`src/rtl/core/pt2d_pkg.sv`:
```
// ----------------------------------------------------------------------------
// pt2d_pkg: shared types and constants of the 2D point transform
// Field widths, mode and register codes, the quarter-wave sine table and
// the payload structures that pass between the pipeline sections.
// ----------------------------------------------------------------------------
package pt2d_pkg;

	// Fixed field widths.
	localparam int PT_W       = 11;  // world coordinate in
	localparam int CTR_W      = 10;  // screen centre
	localparam int OFS_W      = 11;  // translation
	localparam int FACT_W     = 16;  // scale or shear factor
	localparam int ANG_W      = 9;   // angle in degrees
	localparam int TRIG_W     = 16;  // signed Q1.14 sine or cosine
	localparam int TRIG_FRAC  = 14;
	localparam int TIDX_W     = 7;   // index into the quarter-wave table
	localparam int TENT_W     = 15;  // unsigned table entry
	localparam int PROD_W     = PT_W + FACT_W;  // 27
	localparam int SUM_W      = PROD_W + 1;     // 28
	localparam int WORLD_W    = SUM_W + 1;      // 29
	localparam int CFG_IDX_W  = 3;
	localparam int CFG_DATA_W = 16;

	localparam int ANG_FULL    = 360;
	localparam int ANG_QUARTER = 90;

	typedef enum logic [2:0] {
		MODE_TRANSLATE = 3'd0,
		MODE_SCALE     = 3'd1,
		MODE_ROTATE    = 3'd2,
		MODE_SHEAR_X   = 3'd3,
		MODE_SHEAR_Y   = 3'd4,
		MODE_REFL_X    = 3'd5,
		MODE_REFL_Y    = 3'd6,
		MODE_REFL_O    = 3'd7
	} mode_t;

	typedef enum logic [CFG_IDX_W-1:0] {
		CFG_MODE     = 3'd0,
		CFG_CENTER_X = 3'd1,
		CFG_CENTER_Y = 3'd2,
		CFG_OFFSET_X = 3'd3,
		CFG_OFFSET_Y = 3'd4,
		CFG_FACTOR_X = 3'd5,
		CFG_FACTOR_Y = 3'd6,
		CFG_ANGLE    = 3'd7
	} cfg_idx_t;

	// Register reset values.
	localparam logic [CTR_W-1:0] CENTER_X_RST = 10'd319;
	localparam logic [CTR_W-1:0] CENTER_Y_RST = 10'd239;
	localparam logic signed [FACT_W-1:0] FACTOR_RST = 16'sd256;

	typedef struct packed {
		mode_t                     mode;
		logic [CTR_W-1:0]          center_x;
		logic [CTR_W-1:0]          center_y;
		logic signed [OFS_W-1:0]   offset_x;
		logic signed [OFS_W-1:0]   offset_y;
		logic signed [FACT_W-1:0]  factor_x;
		logic signed [FACT_W-1:0]  factor_y;
		logic [ANG_W-1:0]          angle;
	} cfg_t;

	// Multiplier operands: m0 = a0*b0, m1 = a1*b1, m2 = a2*b2, m3 = a3*b3.
	typedef struct packed {
		mode_t                     mode;
		logic signed [PT_W-1:0]    px;
		logic signed [PT_W-1:0]    py;
		logic signed [PT_W-1:0]    a0;
		logic signed [PT_W-1:0]    a1;
		logic signed [PT_W-1:0]    a2;
		logic signed [PT_W-1:0]    a3;
		logic signed [TRIG_W-1:0]  b0;
		logic signed [TRIG_W-1:0]  b1;
		logic signed [TRIG_W-1:0]  b2;
		logic signed [TRIG_W-1:0]  b3;
	} op_t;

	typedef struct packed {
		mode_t                     mode;
		logic signed [PT_W-1:0]    px;
		logic signed [PT_W-1:0]    py;
		logic signed [PROD_W-1:0]  m0;
		logic signed [PROD_W-1:0]  m1;
		logic signed [PROD_W-1:0]  m2;
		logic signed [PROD_W-1:0]  m3;
	} prod_t;

	typedef struct packed {
		mode_t                     mode;
		logic signed [PT_W-1:0]    px;
		logic signed [PT_W-1:0]    py;
		logic signed [SUM_W-1:0]   sx;
		logic signed [SUM_W-1:0]   sy;
	} sum_t;

	typedef struct packed {
		logic signed [WORLD_W-1:0] wx;
		logic signed [WORLD_W-1:0] wy;
	} world_t;

	// Quarter-wave sine, Q1.14, index in whole degrees 0..90.
	localparam logic [TENT_W-1:0] SIN_Q14 [91] = '{
		15'd0,     15'd286,   15'd572,   15'd857,   15'd1143,
		15'd1428,  15'd1713,  15'd1997,  15'd2280,  15'd2563,
		15'd2845,  15'd3126,  15'd3406,  15'd3686,  15'd3964,
		15'd4240,  15'd4516,  15'd4790,  15'd5063,  15'd5334,
		15'd5604,  15'd5872,  15'd6138,  15'd6402,  15'd6664,
		15'd6924,  15'd7182,  15'd7438,  15'd7692,  15'd7943,
		15'd8192,  15'd8438,  15'd8682,  15'd8923,  15'd9162,
		15'd9397,  15'd9630,  15'd9860,  15'd10087, 15'd10311,
		15'd10531, 15'd10749, 15'd10963, 15'd11174, 15'd11381,
		15'd11585, 15'd11786, 15'd11982, 15'd12176, 15'd12365,
		15'd12551, 15'd12733, 15'd12911, 15'd13085, 15'd13255,
		15'd13421, 15'd13583, 15'd13741, 15'd13894, 15'd14044,
		15'd14189, 15'd14330, 15'd14466, 15'd14598, 15'd14726,
		15'd14849, 15'd14968, 15'd15082, 15'd15191, 15'd15296,
		15'd15396, 15'd15491, 15'd15582, 15'd15668, 15'd15749,
		15'd15826, 15'd15897, 15'd15964, 15'd16026, 15'd16083,
		15'd16135, 15'd16182, 15'd16225, 15'd16262, 15'd16294,
		15'd16322, 15'd16344, 15'd16362, 15'd16374, 15'd16382,
		15'd16384
	};

endpackage

```
`src/rtl/core/pt2d_point_if.sv`:
```
// ----------------------------------------------------------------------------
// pt2d_point_if: world point channel
// Valid/ready channel carrying one world point per word.
// ----------------------------------------------------------------------------
interface pt2d_point_if import pt2d_pkg::*; ();
	logic                   valid;
	logic                   ready;
	logic signed [PT_W-1:0] point_x;
	logic signed [PT_W-1:0] point_y;

	modport source (output valid, output point_x, output point_y, input ready);
	modport sink   (input valid, input point_x, input point_y, output ready);
endinterface

```
`src/rtl/core/pt2d_screen_if.sv`:
```
// ----------------------------------------------------------------------------
// pt2d_screen_if: screen position channel
// Valid/ready channel carrying one saturated screen position per word.
// ----------------------------------------------------------------------------
interface pt2d_screen_if #(
	parameter int COORD_WIDTH = 16
) ();
	logic                          valid;
	logic                          ready;
	logic signed [COORD_WIDTH-1:0] screen_x;
	logic signed [COORD_WIDTH-1:0] screen_y;
	logic                          clipped;

	modport source (output valid, output screen_x, output screen_y, output clipped,
		input ready);
	modport sink   (input valid, input screen_x, input screen_y, input clipped,
		output ready);
endinterface

```
`src/rtl/core/pt2d_cfg.sv`:
```
// ----------------------------------------------------------------------------
// pt2d_cfg: configuration register file
// Eight write-only registers; each write keeps only the register's width.
// ----------------------------------------------------------------------------
module pt2d_cfg import pt2d_pkg::*; (
	input  logic                  clk,
	input  logic                  arst_n,
	input  logic                  cfg_we,
	input  logic [CFG_IDX_W-1:0]  cfg_index,
	input  logic [CFG_DATA_W-1:0] cfg_data,
	output cfg_t                  cfg
);

	cfg_t cfg_q;

	always_ff @(posedge clk or negedge arst_n) begin
		if (!arst_n) begin
			cfg_q.mode     <= MODE_TRANSLATE;
			cfg_q.center_x <= CENTER_X_RST;
			cfg_q.center_y <= CENTER_Y_RST;
			cfg_q.offset_x <= '0;
			cfg_q.offset_y <= '0;
			cfg_q.factor_x <= FACTOR_RST;
			cfg_q.factor_y <= FACTOR_RST;
			cfg_q.angle    <= '0;
		end else if (cfg_we) begin
			case (cfg_idx_t'(cfg_index))
				CFG_MODE:     cfg_q.mode     <= mode_t'(cfg_data[2:0]);
				CFG_CENTER_X: cfg_q.center_x <= cfg_data[CTR_W-1:0];
				CFG_CENTER_Y: cfg_q.center_y <= cfg_data[CTR_W-1:0];
				CFG_OFFSET_X: cfg_q.offset_x <= $signed(cfg_data[OFS_W-1:0]);
				CFG_OFFSET_Y: cfg_q.offset_y <= $signed(cfg_data[OFS_W-1:0]);
				CFG_FACTOR_X: cfg_q.factor_x <= $signed(cfg_data[FACT_W-1:0]);
				CFG_FACTOR_Y: cfg_q.factor_y <= $signed(cfg_data[FACT_W-1:0]);
				CFG_ANGLE:    cfg_q.angle    <= cfg_data[ANG_W-1:0];
				default: begin
				end
			endcase
		end
	end

	assign cfg = cfg_q;

endmodule

```
`src/rtl/core/pt2d_front.sv`:
```
// ----------------------------------------------------------------------------
// pt2d_front: input capture, angle reduction and operand selection
// Stage 1 captures the point and splits the angle into quadrant and
// remainder; stage 2 reads the sine table and picks the multiplier operands.
// ----------------------------------------------------------------------------
module pt2d_front import pt2d_pkg::*; (
	input  logic         clk,
	input  logic         arst_n,
	input  cfg_t         cfg,
	pt2d_point_if.sink   point,
	output logic         op_valid,
	input  logic         op_ready,
	output op_t          op
);

	logic                   v_s1;
	logic signed [PT_W-1:0] px_s1;
	logic signed [PT_W-1:0] py_s1;
	mode_t                  mode_s1;
	logic [1:0]             quad_s1;
	logic [TIDX_W-1:0]      rem_s1;
	logic                   v_s2;
	op_t                    op_s2;

	logic ready_s1;
	logic ready_s2;

	logic [ANG_W-1:0]  ang_red;
	logic [1:0]        quad_nx;
	logic [TIDX_W-1:0] rem_nx;

	logic signed [TRIG_W-1:0] t_dir;
	logic signed [TRIG_W-1:0] t_cmp;
	logic signed [TRIG_W-1:0] sin_v;
	logic signed [TRIG_W-1:0] cos_v;
	op_t                      op_nx;

	assign ready_s2    = !v_s2 || op_ready;
	assign ready_s1    = !v_s1 || ready_s2;
	assign point.ready = ready_s1;

	// Angle to quadrant and remainder in whole degrees.
	always_comb begin
		ang_red = (cfg.angle >= ANG_W'(ANG_FULL)) ? cfg.angle - ANG_W'(ANG_FULL) : cfg.angle;
		if (ang_red >= ANG_W'(3 * ANG_QUARTER)) begin
			quad_nx = 2'd3;
			rem_nx  = TIDX_W'(ang_red - ANG_W'(3 * ANG_QUARTER));
		end else if (ang_red >= ANG_W'(2 * ANG_QUARTER)) begin
			quad_nx = 2'd2;
			rem_nx  = TIDX_W'(ang_red - ANG_W'(2 * ANG_QUARTER));
		end else if (ang_red >= ANG_W'(ANG_QUARTER)) begin
			quad_nx = 2'd1;
			rem_nx  = TIDX_W'(ang_red - ANG_W'(ANG_QUARTER));
		end else begin
			quad_nx = 2'd0;
			rem_nx  = TIDX_W'(ang_red);
		end
	end

	always_ff @(posedge clk or negedge arst_n) begin
		if (!arst_n) begin
			v_s1 <= 1'b0;
		end else if (ready_s1) begin
			v_s1 <= point.valid;
		end
	end

	always_ff @(posedge clk) begin
		if (ready_s1 && point.valid) begin
			px_s1   <= point.point_x;
			py_s1   <= point.point_y;
			mode_s1 <= cfg.mode;
			quad_s1 <= quad_nx;
			rem_s1  <= rem_nx;
		end
	end

	// Table lookup and operand selection.
	always_comb begin
		t_dir = $signed({1'b0, SIN_Q14[rem_s1]});
		t_cmp = $signed({1'b0, SIN_Q14[TIDX_W'(ANG_QUARTER) - rem_s1]});
		case (quad_s1)
			2'd0: begin
				sin_v = t_dir;
				cos_v = t_cmp;
			end
			2'd1: begin
				sin_v = t_cmp;
				cos_v = -t_dir;
			end
			2'd2: begin
				sin_v = -t_dir;
				cos_v = -t_cmp;
			end
			default: begin
				sin_v = -t_cmp;
				cos_v = t_dir;
			end
		endcase

		op_nx      = '0;
		op_nx.mode = mode_s1;
		op_nx.px   = px_s1;
		op_nx.py   = py_s1;
		case (mode_s1)
			MODE_SCALE: begin
				op_nx.a0 = px_s1;
				op_nx.b0 = cfg.factor_x;
				op_nx.a2 = py_s1;
				op_nx.b2 = cfg.factor_y;
			end
			MODE_ROTATE: begin
				op_nx.a0 = px_s1;
				op_nx.b0 = cos_v;
				op_nx.a1 = py_s1;
				op_nx.b1 = sin_v;
				op_nx.a2 = px_s1;
				op_nx.b2 = sin_v;
				op_nx.a3 = py_s1;
				op_nx.b3 = cos_v;
			end
			MODE_SHEAR_X: begin
				op_nx.a0 = py_s1;
				op_nx.b0 = cfg.factor_x;
			end
			MODE_SHEAR_Y: begin
				op_nx.a2 = px_s1;
				op_nx.b2 = cfg.factor_y;
			end
			default: begin
			end
		endcase
	end

	always_ff @(posedge clk or negedge arst_n) begin
		if (!arst_n) begin
			v_s2 <= 1'b0;
		end else if (ready_s2) begin
			v_s2 <= v_s1;
		end
	end

	always_ff @(posedge clk) begin
		if (ready_s2 && v_s1) begin
			op_s2 <= op_nx;
		end
	end

	assign op_valid = v_s2;
	assign op       = op_s2;

endmodule

```
`src/rtl/core/pt2d_arith.sv`:
```
// ----------------------------------------------------------------------------
// pt2d_arith: products, sums and world coordinates
// Stage 3 forms four products, stage 4 the two sums, stage 5 truncates
// toward zero and applies the mode to give the world coordinates.
// ----------------------------------------------------------------------------
module pt2d_arith import pt2d_pkg::*; #(
	parameter int FACTOR_FRAC_BITS = 8
) (
	input  logic   clk,
	input  logic   arst_n,
	input  cfg_t   cfg,
	input  logic   op_valid,
	output logic   op_ready,
	input  op_t    op,
	output logic   world_valid,
	input  logic   world_ready,
	output world_t world
);

	localparam logic signed [SUM_W:0] BIAS_F = (SUM_W+1)'((1 << FACTOR_FRAC_BITS) - 1);
	localparam logic signed [SUM_W:0] BIAS_T = (SUM_W+1)'((1 << TRIG_FRAC) - 1);
	localparam logic signed [SUM_W:0] ZERO_B = '0;

	logic   v_s3;
	logic   v_s4;
	logic   v_s5;
	prod_t  prod_s3;
	sum_t   sum_s4;
	world_t world_s5;
	logic   ready_s3;
	logic   ready_s4;
	logic   ready_s5;

	logic signed [SUM_W:0]   sx_e;
	logic signed [SUM_W:0]   sy_e;
	logic signed [SUM_W:0]   bx_f;
	logic signed [SUM_W:0]   by_f;
	logic signed [SUM_W:0]   bx_t;
	logic signed [SUM_W:0]   by_t;
	logic signed [WORLD_W-1:0] qx;
	logic signed [WORLD_W-1:0] qy;
	logic signed [WORLD_W-1:0] px_w;
	logic signed [WORLD_W-1:0] py_w;
	world_t                  world_nx;

	assign ready_s5 = !v_s5 || world_ready;
	assign ready_s4 = !v_s4 || ready_s5;
	assign ready_s3 = !v_s3 || ready_s4;
	assign op_ready = ready_s3;

	always_ff @(posedge clk or negedge arst_n) begin
		if (!arst_n) begin
			v_s3 <= 1'b0;
			v_s4 <= 1'b0;
			v_s5 <= 1'b0;
		end else begin
			if (ready_s3) begin
				v_s3 <= op_valid;
			end
			if (ready_s4) begin
				v_s4 <= v_s3;
			end
			if (ready_s5) begin
				v_s5 <= v_s4;
			end
		end
	end

	// Stage 3: the four products, each operand sign-extended to the full
	// product width first.
	always_ff @(posedge clk) begin
		if (ready_s3 && op_valid) begin
			prod_s3.mode <= op.mode;
			prod_s3.px   <= op.px;
			prod_s3.py   <= op.py;
			prod_s3.m0   <= PROD_W'(op.a0) * PROD_W'(op.b0);
			prod_s3.m1   <= PROD_W'(op.a1) * PROD_W'(op.b1);
			prod_s3.m2   <= PROD_W'(op.a2) * PROD_W'(op.b2);
			prod_s3.m3   <= PROD_W'(op.a3) * PROD_W'(op.b3);
		end
	end

	// Stage 4: m1 and m3 are zero outside rotation.
	always_ff @(posedge clk) begin
		if (ready_s4 && v_s3) begin
			sum_s4.mode <= prod_s3.mode;
			sum_s4.px   <= prod_s3.px;
			sum_s4.py   <= prod_s3.py;
			sum_s4.sx   <= SUM_W'(prod_s3.m0) - SUM_W'(prod_s3.m1);
			sum_s4.sy   <= SUM_W'(prod_s3.m2) + SUM_W'(prod_s3.m3);
		end
	end

	// Stage 5: a negative sum is biased before the arithmetic shift so that
	// the quotient is truncated toward zero.
	always_comb begin
		sx_e = (SUM_W+1)'(sum_s4.sx);
		sy_e = (SUM_W+1)'(sum_s4.sy);
		bx_f = sx_e + (sum_s4.sx[SUM_W-1] ? BIAS_F : ZERO_B);
		by_f = sy_e + (sum_s4.sy[SUM_W-1] ? BIAS_F : ZERO_B);
		bx_t = sx_e + (sum_s4.sx[SUM_W-1] ? BIAS_T : ZERO_B);
		by_t = sy_e + (sum_s4.sy[SUM_W-1] ? BIAS_T : ZERO_B);
		if (sum_s4.mode == MODE_ROTATE) begin
			qx = WORLD_W'(bx_t >>> TRIG_FRAC);
			qy = WORLD_W'(by_t >>> TRIG_FRAC);
		end else begin
			qx = WORLD_W'(bx_f >>> FACTOR_FRAC_BITS);
			qy = WORLD_W'(by_f >>> FACTOR_FRAC_BITS);
		end
		px_w = WORLD_W'(sum_s4.px);
		py_w = WORLD_W'(sum_s4.py);

		case (sum_s4.mode)
			MODE_TRANSLATE: begin
				world_nx.wx = px_w + WORLD_W'(cfg.offset_x);
				world_nx.wy = py_w + WORLD_W'(cfg.offset_y);
			end
			MODE_SCALE, MODE_ROTATE: begin
				world_nx.wx = qx;
				world_nx.wy = qy;
			end
			MODE_SHEAR_X: begin
				world_nx.wx = px_w + qx;
				world_nx.wy = py_w;
			end
			MODE_SHEAR_Y: begin
				world_nx.wx = px_w;
				world_nx.wy = py_w + qy;
			end
			MODE_REFL_X: begin
				world_nx.wx = px_w;
				world_nx.wy = -py_w;
			end
			MODE_REFL_Y: begin
				world_nx.wx = -px_w;
				world_nx.wy = py_w;
			end
			default: begin
				world_nx.wx = -px_w;
				world_nx.wy = -py_w;
			end
		endcase
	end

	always_ff @(posedge clk) begin
		if (ready_s5 && v_s4) begin
			world_s5 <= world_nx;
		end
	end

	assign world_valid = v_s5;
	assign world       = world_s5;

endmodule

```
`src/rtl/core/pt2d_out.sv`:
```
// ----------------------------------------------------------------------------
// pt2d_out: screen mapping, saturation and output register
// Adds the screen centre, flips y, clamps both coordinates and holds the
// result word until the receiver takes it.
// ----------------------------------------------------------------------------
module pt2d_out import pt2d_pkg::*; #(
	parameter int COORD_WIDTH = 16
) (
	input  logic          clk,
	input  logic          arst_n,
	input  cfg_t          cfg,
	input  logic          world_valid,
	output logic          world_ready,
	input  world_t        world,
	pt2d_screen_if.source screen
);

	localparam int RES_W = (COORD_WIDTH > WORLD_W) ? COORD_WIDTH + 1 : WORLD_W + 2;
	localparam logic signed [RES_W-1:0] SAT_HI = (RES_W)'((64'sd1 <<< (COORD_WIDTH - 1)) - 1);
	localparam logic signed [RES_W-1:0] SAT_LO = -SAT_HI - (RES_W)'(1);

	logic                          v_s6;
	logic signed [COORD_WIDTH-1:0] sx_s6;
	logic signed [COORD_WIDTH-1:0] sy_s6;
	logic                          clip_s6;
	logic                          ready_s6;

	logic signed [RES_W-1:0] cx_r;
	logic signed [RES_W-1:0] cy_r;
	logic signed [RES_W-1:0] rx;
	logic signed [RES_W-1:0] ry;
	logic signed [RES_W-1:0] rx_sat;
	logic signed [RES_W-1:0] ry_sat;
	logic                    clip_nx;

	assign ready_s6    = !v_s6 || screen.ready;
	assign world_ready = ready_s6;

	always_comb begin
		cx_r    = $signed({{(RES_W-CTR_W){1'b0}}, cfg.center_x});
		cy_r    = $signed({{(RES_W-CTR_W){1'b0}}, cfg.center_y});
		rx      = cx_r + RES_W'(world.wx);
		ry      = cy_r - RES_W'(world.wy);
		clip_nx = 1'b0;
		rx_sat  = rx;
		ry_sat  = ry;
		if (rx > SAT_HI) begin
			rx_sat  = SAT_HI;
			clip_nx = 1'b1;
		end else if (rx < SAT_LO) begin
			rx_sat  = SAT_LO;
			clip_nx = 1'b1;
		end
		if (ry > SAT_HI) begin
			ry_sat  = SAT_HI;
			clip_nx = 1'b1;
		end else if (ry < SAT_LO) begin
			ry_sat  = SAT_LO;
			clip_nx = 1'b1;
		end
	end

	always_ff @(posedge clk or negedge arst_n) begin
		if (!arst_n) begin
			v_s6 <= 1'b0;
		end else if (ready_s6) begin
			v_s6 <= world_valid;
		end
	end

	always_ff @(posedge clk) begin
		if (ready_s6 && world_valid) begin
			sx_s6   <= rx_sat[COORD_WIDTH-1:0];
			sy_s6   <= ry_sat[COORD_WIDTH-1:0];
			clip_s6 <= clip_nx;
		end
	end

	assign screen.valid    = v_s6;
	assign screen.screen_x = sx_s6;
	assign screen.screen_y = sy_s6;
	assign screen.clipped  = clip_s6;

endmodule

```
`src/rtl/core/point_transform_2d.sv`:
```
// ----------------------------------------------------------------------------
// point_transform_2d: 2D affine transform of world points to screen space
// Translates, scales, rotates, shears or reflects each world point, then
// places it about the configured screen centre with screen y pointing down.
// ----------------------------------------------------------------------------
// Usage.
// Points arrive as words on the point channel and leave as screen words on
// the screen channel, both valid/ready. A word moves on a rising clock edge
// at which valid and ready are both high. Exactly one screen word leaves for
// every point word taken, in the same order.
// The pipeline has six register stages, s1 to s6; the screen word is valid once
// its point has passed through all of them, and can then be taken.
// In steady state, while the screen channel does not stall, one word per cycle
// is taken and delivered, since each stage hands its word on in each cycle.
// Each stage holds its word while the one after it is full and stalled, so a
// stall at the screen channel fills the pipeline from the back and only then
// lowers ready on the point channel; no word is lost or repeated.
// The configuration registers are written through cfg_we, cfg_index and
// cfg_data while the pipeline is empty; writes at other times are not
// guarded. Reset clears all valid bits and loads the register reset values
// (translate mode, centre 319/239, unity factors, zero angle).
// ----------------------------------------------------------------------------
module point_transform_2d import pt2d_pkg::*; #(
	parameter int COORD_WIDTH      = 16,
	parameter int FACTOR_FRAC_BITS = 8
) (
	input  logic                  clk,
	input  logic                  arst_n,
	pt2d_point_if.sink            point,
	pt2d_screen_if.source         screen,
	input  logic                  cfg_we,
	input  logic [CFG_IDX_W-1:0]  cfg_index,
	input  logic [CFG_DATA_W-1:0] cfg_data
);

	cfg_t   cfg;
	logic   op_valid;
	logic   op_ready;
	op_t    op;
	logic   world_valid;
	logic   world_ready;
	world_t world;

	// Registers; user keeps values constant while words are in flight, unchecked.
	pt2d_cfg u_cfg (
		.clk       (clk),
		.arst_n    (arst_n),
		.cfg_we    (cfg_we),
		.cfg_index (cfg_index),
		.cfg_data  (cfg_data),
		.cfg       (cfg)
	);

	// Stages one and two: capture, angle reduction, sine table, operands.
	pt2d_front u_front (
		.clk      (clk),
		.arst_n   (arst_n),
		.cfg      (cfg),
		.point    (point),
		.op_valid (op_valid),
		.op_ready (op_ready),
		.op       (op)
	);

	// Stages three to five: products, sums and world coordinates.
	pt2d_arith #(
		.FACTOR_FRAC_BITS (FACTOR_FRAC_BITS)
	) u_arith (
		.clk         (clk),
		.arst_n      (arst_n),
		.cfg         (cfg),
		.op_valid    (op_valid),
		.op_ready    (op_ready),
		.op          (op),
		.world_valid (world_valid),
		.world_ready (world_ready),
		.world       (world)
	);

	// Stage six: screen centre, saturation and the output register.
	pt2d_out #(
		.COORD_WIDTH (COORD_WIDTH)
	) u_out (
		.clk         (clk),
		.arst_n      (arst_n),
		.cfg         (cfg),
		.world_valid (world_valid),
		.world_ready (world_ready),
		.world       (world),
		.screen      (screen)
	);

endmodule
```
`src/flat_wrapper.sv`:
```
// flat-port wrapper written by rule: the top's interface ports become plain ports
module point_transform_2d_flat import pt2d_pkg::*;
#(
	parameter int COORD_WIDTH      = 16,
	parameter int FACTOR_FRAC_BITS = 8
)
  (clk, arst_n, cfg_we, cfg_index, cfg_data, point_valid, point_point_x, point_point_y, point_ready, screen_valid, screen_screen_x, screen_screen_y, screen_clipped, screen_ready);
  pt2d_point_if point_i ();
  pt2d_screen_if #(.COORD_WIDTH(COORD_WIDTH)) screen_i ();
  input  logic clk;
  input  logic arst_n;
  input  logic cfg_we;
  input  logic [CFG_IDX_W-1:0] cfg_index;
  input  logic [CFG_DATA_W-1:0] cfg_data;
  input wire logic [$bits(point_i.valid)-1:0] point_valid;
  input wire logic [$bits(point_i.point_x)-1:0] point_point_x;
  input wire logic [$bits(point_i.point_y)-1:0] point_point_y;
  output wire logic [$bits(point_i.ready)-1:0] point_ready;
  output wire logic [$bits(screen_i.valid)-1:0] screen_valid;
  output wire logic [$bits(screen_i.screen_x)-1:0] screen_screen_x;
  output wire logic [$bits(screen_i.screen_y)-1:0] screen_screen_y;
  output wire logic [$bits(screen_i.clipped)-1:0] screen_clipped;
  input wire logic [$bits(screen_i.ready)-1:0] screen_ready;
  assign point_i.valid = point_valid;
  assign point_i.point_x = point_point_x;
  assign point_i.point_y = point_point_y;
  assign point_ready = point_i.ready;
  assign screen_valid = screen_i.valid;
  assign screen_screen_x = screen_i.screen_x;
  assign screen_screen_y = screen_i.screen_y;
  assign screen_clipped = screen_i.clipped;
  assign screen_i.ready = screen_ready;
  point_transform_2d #(.COORD_WIDTH(COORD_WIDTH), .FACTOR_FRAC_BITS(FACTOR_FRAC_BITS)) u_core (.clk(clk), .arst_n(arst_n), .point(point_i), .screen(screen_i), .cfg_we(cfg_we), .cfg_index(cfg_index), .cfg_data(cfg_data));
endmodule
```
`config.mk`:
```
export PLATFORM = sky130hd
export DESIGN_NAME = point_transform_2d_flat
export DESIGN_NICKNAME = d
export VERILOG_FILES = /design/src/rtl/core/pt2d_pkg.sv /design/src/rtl/core/pt2d_point_if.sv /design/src/rtl/core/pt2d_screen_if.sv /design/src/rtl/core/pt2d_cfg.sv /design/src/rtl/core/pt2d_front.sv /design/src/rtl/core/pt2d_arith.sv /design/src/rtl/core/pt2d_out.sv /design/src/rtl/core/point_transform_2d.sv /design/src/flat_wrapper.sv
export SDC_FILE = /design/constraint.sdc
export NUM_CORES = 2
export LEC_CHECK = 0
export BUFFER_PORTS_ARGS = -buffer_cell sky130_fd_sc_hd__buf_4
export CORE_MARGIN = 2
export CORE_UTILIZATION = 65
export DETAILED_ROUTE_END_ITERATION = 10
export PLACE_DENSITY = 0.82
export SYNTH_ARGS = -nofsm -noshare
export SYNTH_HDL_FRONTEND = slang
export SYNTH_HIERARCHICAL = 1
export SYNTH_SLANG_ARGS = --single-unit
```
`constraint.sdc`:
```
create_clock -name clk -period 11.48 [get_ports clk]
set_clock_uncertainty 0.1 [all_clocks]
set_input_delay 1.148 -clock clk [delete_from_list [all_inputs] [get_ports clk]]
set_output_delay 1.148 -clock clk [all_outputs]
set_load 0.01 [all_outputs]
```
## Word-level counts from Yosys, hierarchy flattened

Memories as Yosys holds them, arrays and structs flattened.
Index checks and enable logic that the tools add are counted.
Widths: inputs -> output; s select.

- Register bits after elaboration: 553
- Bits in read-only memories: 3840
- Input bits: 46
- Memories kept: 2

- $add $sub $neg: 21
- $mul: 4
- Order comparisons: 10
- Eq/ne operators: 19
- Multiplexer cells: 26
- Bitwise logic cells: 2
- Reduce and logical (&&, ||, !) cells: 36

Memories:

| memory | words | bits a word | rd ports | clocked after memory_dff | wr ports | RTL line | source |
|---|---|---|---|---|---|---|---|
| (no name shown) | 128 | 15 | 1 | 0 | 0 | pt2d_front.sv:81 | `t_cmp = $signed({1'b0, SIN_Q14[TIDX_W'(ANG_QUARTER) - rem_s1]});` |
| (no name shown) | 128 | 15 | 1 | 0 | 0 | pt2d_front.sv:80 | `t_dir = $signed({1'b0, SIN_Q14[rem_s1]});` |

Operators with widths:

| kind | count |
|---|---|
| $pmux 58 s6 | 1 |
| $mul 11x16->27 | 4 |
| $pmux 16 s3 | 2 |
| $pmux 16 s2 | 2 |
| $gt 30x16->1 const B | 2 |
| $lt 30x16->1 const B | 2 |
| $mux 15 | 4 |
| $add 11x29->29 | 2 |
| $add 28x15->29 | 2 |
| $add 28x9->29 | 2 |
| $mux 29 | 2 |
| $neg 11->29 | 2 |
| $pmux 11 s2 | 2 |
| $mux 16 | 2 |
| $neg 15->16 | 2 |
| $add 11x29->30 | 1 |
| $sub 11x29->30 | 1 |
| $add 27x27->28 | 1 |
| $mux 14 | 2 |
| $sub 27x27->28 | 1 |
| $add 11x11->12 | 2 |
| $eq 3x3->1 const B | 8 |
| $mux 7 | 3 |
| $eq 3x2->1 const B | 6 |
| 24 further kinds | 60 |

## Depth between registers and ports, before layout

- Depth after elaboration: 8
- Gate-level depth with buffers: 22
- Mapped depth without buffers: 21

## Modules after synthesis

The synthesis kept the hierarchy.

By module, submodules not included:

| module | times used | cells an instance | area an instance (sq um) | seq. area each (sq um) |
|---|---|---|---|---|
| pt2d_arith | 1 | 4570 | 43467.9 | 8242.9 |
| pt2d_front | 1 | 1442 | 12969.9 | 4734.5 |
| pt2d_cfg | 1 | 190 | 3503.4 | 2172.1 |
| pt2d_out | 1 | 349 | 3190.6 | 1016.0 |

## Worst setup path before layout

Ideal clock, no wire load.

- Path kind: register to register
- Start point: reg u_core.u_front.op_s2, in the netlist u_core/u_front/op[85]
- End point: reg u_core/u_arith/prod_s3[52] in the netlist's numbering, data pin
- Arrival time: 5.463 ns
- Data required time: 11.123 ns
- Setup slack: 5.659 ns
- Cell stages (with the launch flop): 21
- Path buffers: 1
- Clock period less this slack: 5.821 ns
- Cell sequence: edfxtp_1 inv_1 clkbuf_1 nor2_1 fa_1 fa_1 fa_1 fa_1 inv_1 fa_1 inv_1 ha_1 nand3_1 nor2_1 a21o_1 o41ai_1 o21ai_0 nand2_1 a31oi_1 a41o_1 xor2_1

- Cells in the longest elaborated chain, start to end: 1

Ends and longest elaborated chain:

| item | RTL line | source |
|---|---|---|
| start, declared | pt2d_front.sv:23 | `op_t op_s2;` |
| start signal, assigned | pt2d_front.sv:145 | `op_s2 <= op_nx;` |
| $mul 11x16->27 | pt2d_arith.sv:78 | `prod_s3.m2 <= PROD_W'(op.a2) * PROD_W'(op.b2);` |
| end, declared | pt2d_arith.sv:27 | `prod_t prod_s3;` |

No other way between the ends.
A chain may end at the register's enable or synchronous reset.

==> flow_metrics.tcl <==
set metrics [dict create \
    drt_iter0_drc 5431 \
    ant_nets 0 \
    yosysSeqAreaShare_pct 25.6 \
    crit_buf_inv 3 \
    cts.sinks 553 \
    vias 49873 \
    rows 114 \
    grt_overflow_total 0 \
    viasPerCell 6.42 \
    place_congestion 0.998 \
    synth-seq-cells 553 \
    start_kind "flop" \
    path_cells "inv_1 > nor2_1 > fa_1 > fa_1 > fa_1 > fa_1 > inv_1 > fa_1 > inv_1 > ha_1 > nand2_1 > a211oi_1 > o21ai_1 > o31ai_1 > a41o_1 > o41ai_1 > xnor2_1" \
    antenna_found_initial 22 \
    yosys_most_used_dff "edfxtp_1" \
    hold_buffers 0 \
    dp.cells 7648 \
    synth-async-reset-ratio_pct 16.6 \
    dr.pass1.iters 6 \
    hpwl_mm 135 \
    worstMarginPinSlew_ns 1.36 \
    grt_use_total_pct 35.9 \
    drv_cap 0 \
    grt_pass1_wl_mm 277 \
    synthesis.nets 7688 \
    worst-endpoint-arrival_ns 6.90 \
    min_period_ns 6.64 \
    grt_max_degree 78 \
    timing.critical_path.max_delay_family "adder cells" \
    worst_path_largest_cell_delay_ns 0.81 \
    netlist_area_um2 63100 \
    crit_top_cell "fa_1" \
    ios 81 \
    ys_warn_count 6 \
    fin_nets 7577 \
    grt_pass1_vias 50251 \
    clockRootBuffer "clkbuf_16" \
    insertion_delay_ns 0.64 \
    finalSetupViolations 0 \
    fp.dieW_um 316 \
    hp-class "flop to flop" \
    setup_tns_ns 0 \
    path_clk_slew_ns 0.06 \
    path_max_fanout 14 \
    avgSynthCellArea_um2 9.64 \
    fmax_ghz 0.151 \
    period_share_pct 57.8 \
    io_buffers 80 \
    worstSetupEndpointType "flop" \
    cts_setup_buffers 0 \
    fillers 7162 \
    area_growth_pct 5.51 \
    maxSlewViolCount 0 \
    clk_path_buf_depth 3 \
    fin_area_um2 66600 \
    die_area_um2 99600 \
    synth_cell_types 137 \
    rsz0062_at_grt "false" \
    pre_cts_ws_ns 4.96 \
    syn-instance-count 6551 \
    final_cell_count_no_fill 7773 \
    cts_tree "yes" \
    crit_required_ns 11.74 \
    design.core.area_um2 96400 \
    synth-edff-count 461 \
    htreeDepth 3 \
    drive_gt1_share_pct 7.72 \
    relSlewSlack_pct 8.71 \
    hold_viol 0 \
    path_class "flop to flop" \
    cts_made_buffers 66 \
    critical-path-slowest-cell "edfxtp_1" \
    wirelength_mm 178 \
    initial_core_util_pct 65.5 \
    cts_resized 0 \
    drc 0 \
    drt-wirelength-per-cell_um 22.9 \
    layout_setup_ws_ns 4.84 \
    status "finished clean" \
    die_y_um 316 \
    dpl_cell_area_um2 64300 \
]
## routing by layer
metal	vias to the layer above	track usage, %	share of wire [%]
met3	657	6.85	9.3
met5	-	0	0.067
met4	16	20.2	6.5
met2	2729	58.0	47
li1	22139	-	-
met1	24332	45.5	38
## stage by stage
stage | hold WS [ns] | utilization [%]
after global placement | 0.302 | 66.7
after floorplan | 0.300 | -
after detailed placement | 0.305 | 66.7
after CTS | 0.322 | 69.1
final | 0.318 | 69.1
after global routing | 0.329 | 69.1
## layout make-up
type	instances	area (um^2)	share of cell area, %
multi-input combinational	4792	42200	63.3
antenna	4	10.0	0.0150
sequential	553	16200	24.3
clock inverter	45	542	0.813
timing repair buffer	131	983	1.48
clock buffer	76	1750	2.63
tap	1276	1600	2.40
inverter	896	3360	5.05
## cell usage after synthesis, types with 76 or more instances
library cell / number / area, um^2
a21o_1: 115 / 863
a21oi_1: 293 / 1470
and2_1: 400 / 2500
clkbuf_1: 213 / 800
dfrtp_1: 76 / 1900
edfxtp_1: 461 / 13800
fa_1: 656 / 13100
ha_1: 435 / 5440
inv_1: 885 / 3320
nand2_1: 619 / 2320
nand2b_1: 108 / 676
nand3_1: 114 / 571
nor2_1: 307 / 1150
nor3_1: 85 / 425
o21ai_0: 202 / 1010
xnor2_1: 219 / 1920
xor2_1: 101 / 885
## flip-flops by register name, indices dropped and copies added (netlist names)
signal	count
u_core/u_arith/prod_s3	133
u_core/u_arith/px_w	11
u_core/u_arith/py_w	11
u_core/u_arith/sum_s4	59
u_core/u_arith/v_s3	1
u_core/u_arith/v_s4	1
u_core/u_arith/world	58
u_core/u_arith/world_valid	1
u_core/u_cfg/cfg	86
u_core/u_front/mode_s1	3
u_core/u_front/op	122
u_core/u_front/op_valid	1
u_core/u_front/px_s1	11
u_core/u_front/py_s1	11
u_core/u_front/quad_s1	2
u_core/u_front/rem_s1	7
u_core/u_front/v_s1	1
u_core/u_out/screen.clipped	1
u_core/u_out/screen.screen_x	16
u_core/u_out/screen.screen_y	16
u_core/u_out/screen.valid	1
## layout by cell type (no fill, tap or decap), types with 29 or more instances in the layout
cell type	n
inv_1	885
fa_1	656
nand2_1	619
edfxtp_1	461
ha_1	435
and2_1	395
nor2_1	306
a21oi_1	292
xnor2_1	219
o21ai_0	202
buf_4	131
a21o_1	115
nand3_1	114
nand2b_1	108
xor2_1	101
nor3_1	85
dfrtp_1	76
mux2_2	71
clkbuf_16	69
a31oi_1	57
o211ai_1	55
a211oi_1	51
nor2b_1	49
and3_1	48
nand4_1	47
o21a_1	40
mux2i_1	38
o31ai_1	37
o22ai_1	34
mux2_4	30
or3_1	29
## final timing paths
path | cells after the start | endpoint | from | slack [ns]
max in group asynchronous | 2 | u_core/u_cfg/cfg[24] | arst_n | 9.68
setup reg to reg | 17 | u_core/u_arith/prod_s3[80] | u_core/u_front/op[74] | 4.84
hold / removal | 0 | u_core/u_arith/py_w[2] | u_core/u_arith/prod_s3[110] | 0.32
setup / recovery | 17 | u_core/u_arith/prod_s3[80] | u_core/u_front/op[74] | 4.84
min in group asynchronous | 1 | u_core/u_cfg/cfg[71] | arst_n | 0.41
hold reg to reg | 0 | u_core/u_arith/py_w[2] | u_core/u_arith/prod_s3[110] | 0.32
## cell families after synthesis
group | share of synthesized area, %
multiplexers | 2.80
AO/OA/AOI/OAI | 14.4
AND/OR/NAND/NOR | 15.6
adder cells (fa/ha/maj) | 29.5
XOR/XNOR | 4.52
flip-flops | 25.6
buffers and inverters | 7.59
## worst reg2reg max path, cell delays in order, from the launching register on
cell and delay (ns):
edfxtp_1 0.81, inv_1 0.50, nor2_1 0.29, fa_1 0.47, fa_1 0.55, fa_1 0.53
fa_1 0.54, inv_1 0.05, fa_1 0.52, inv_1 0.04, ha_1 0.32, nand2_1 0.09
a211oi_1 0.33, o21ai_1 0.18, o31ai_1 0.52, a41o_1 0.30, o41ai_1 0.09, xnor2_1 0.14
Power is left out: the tool's default activity adds up to more than one toggle a clock period on the data nets, which glitch-free logic cannot reach.
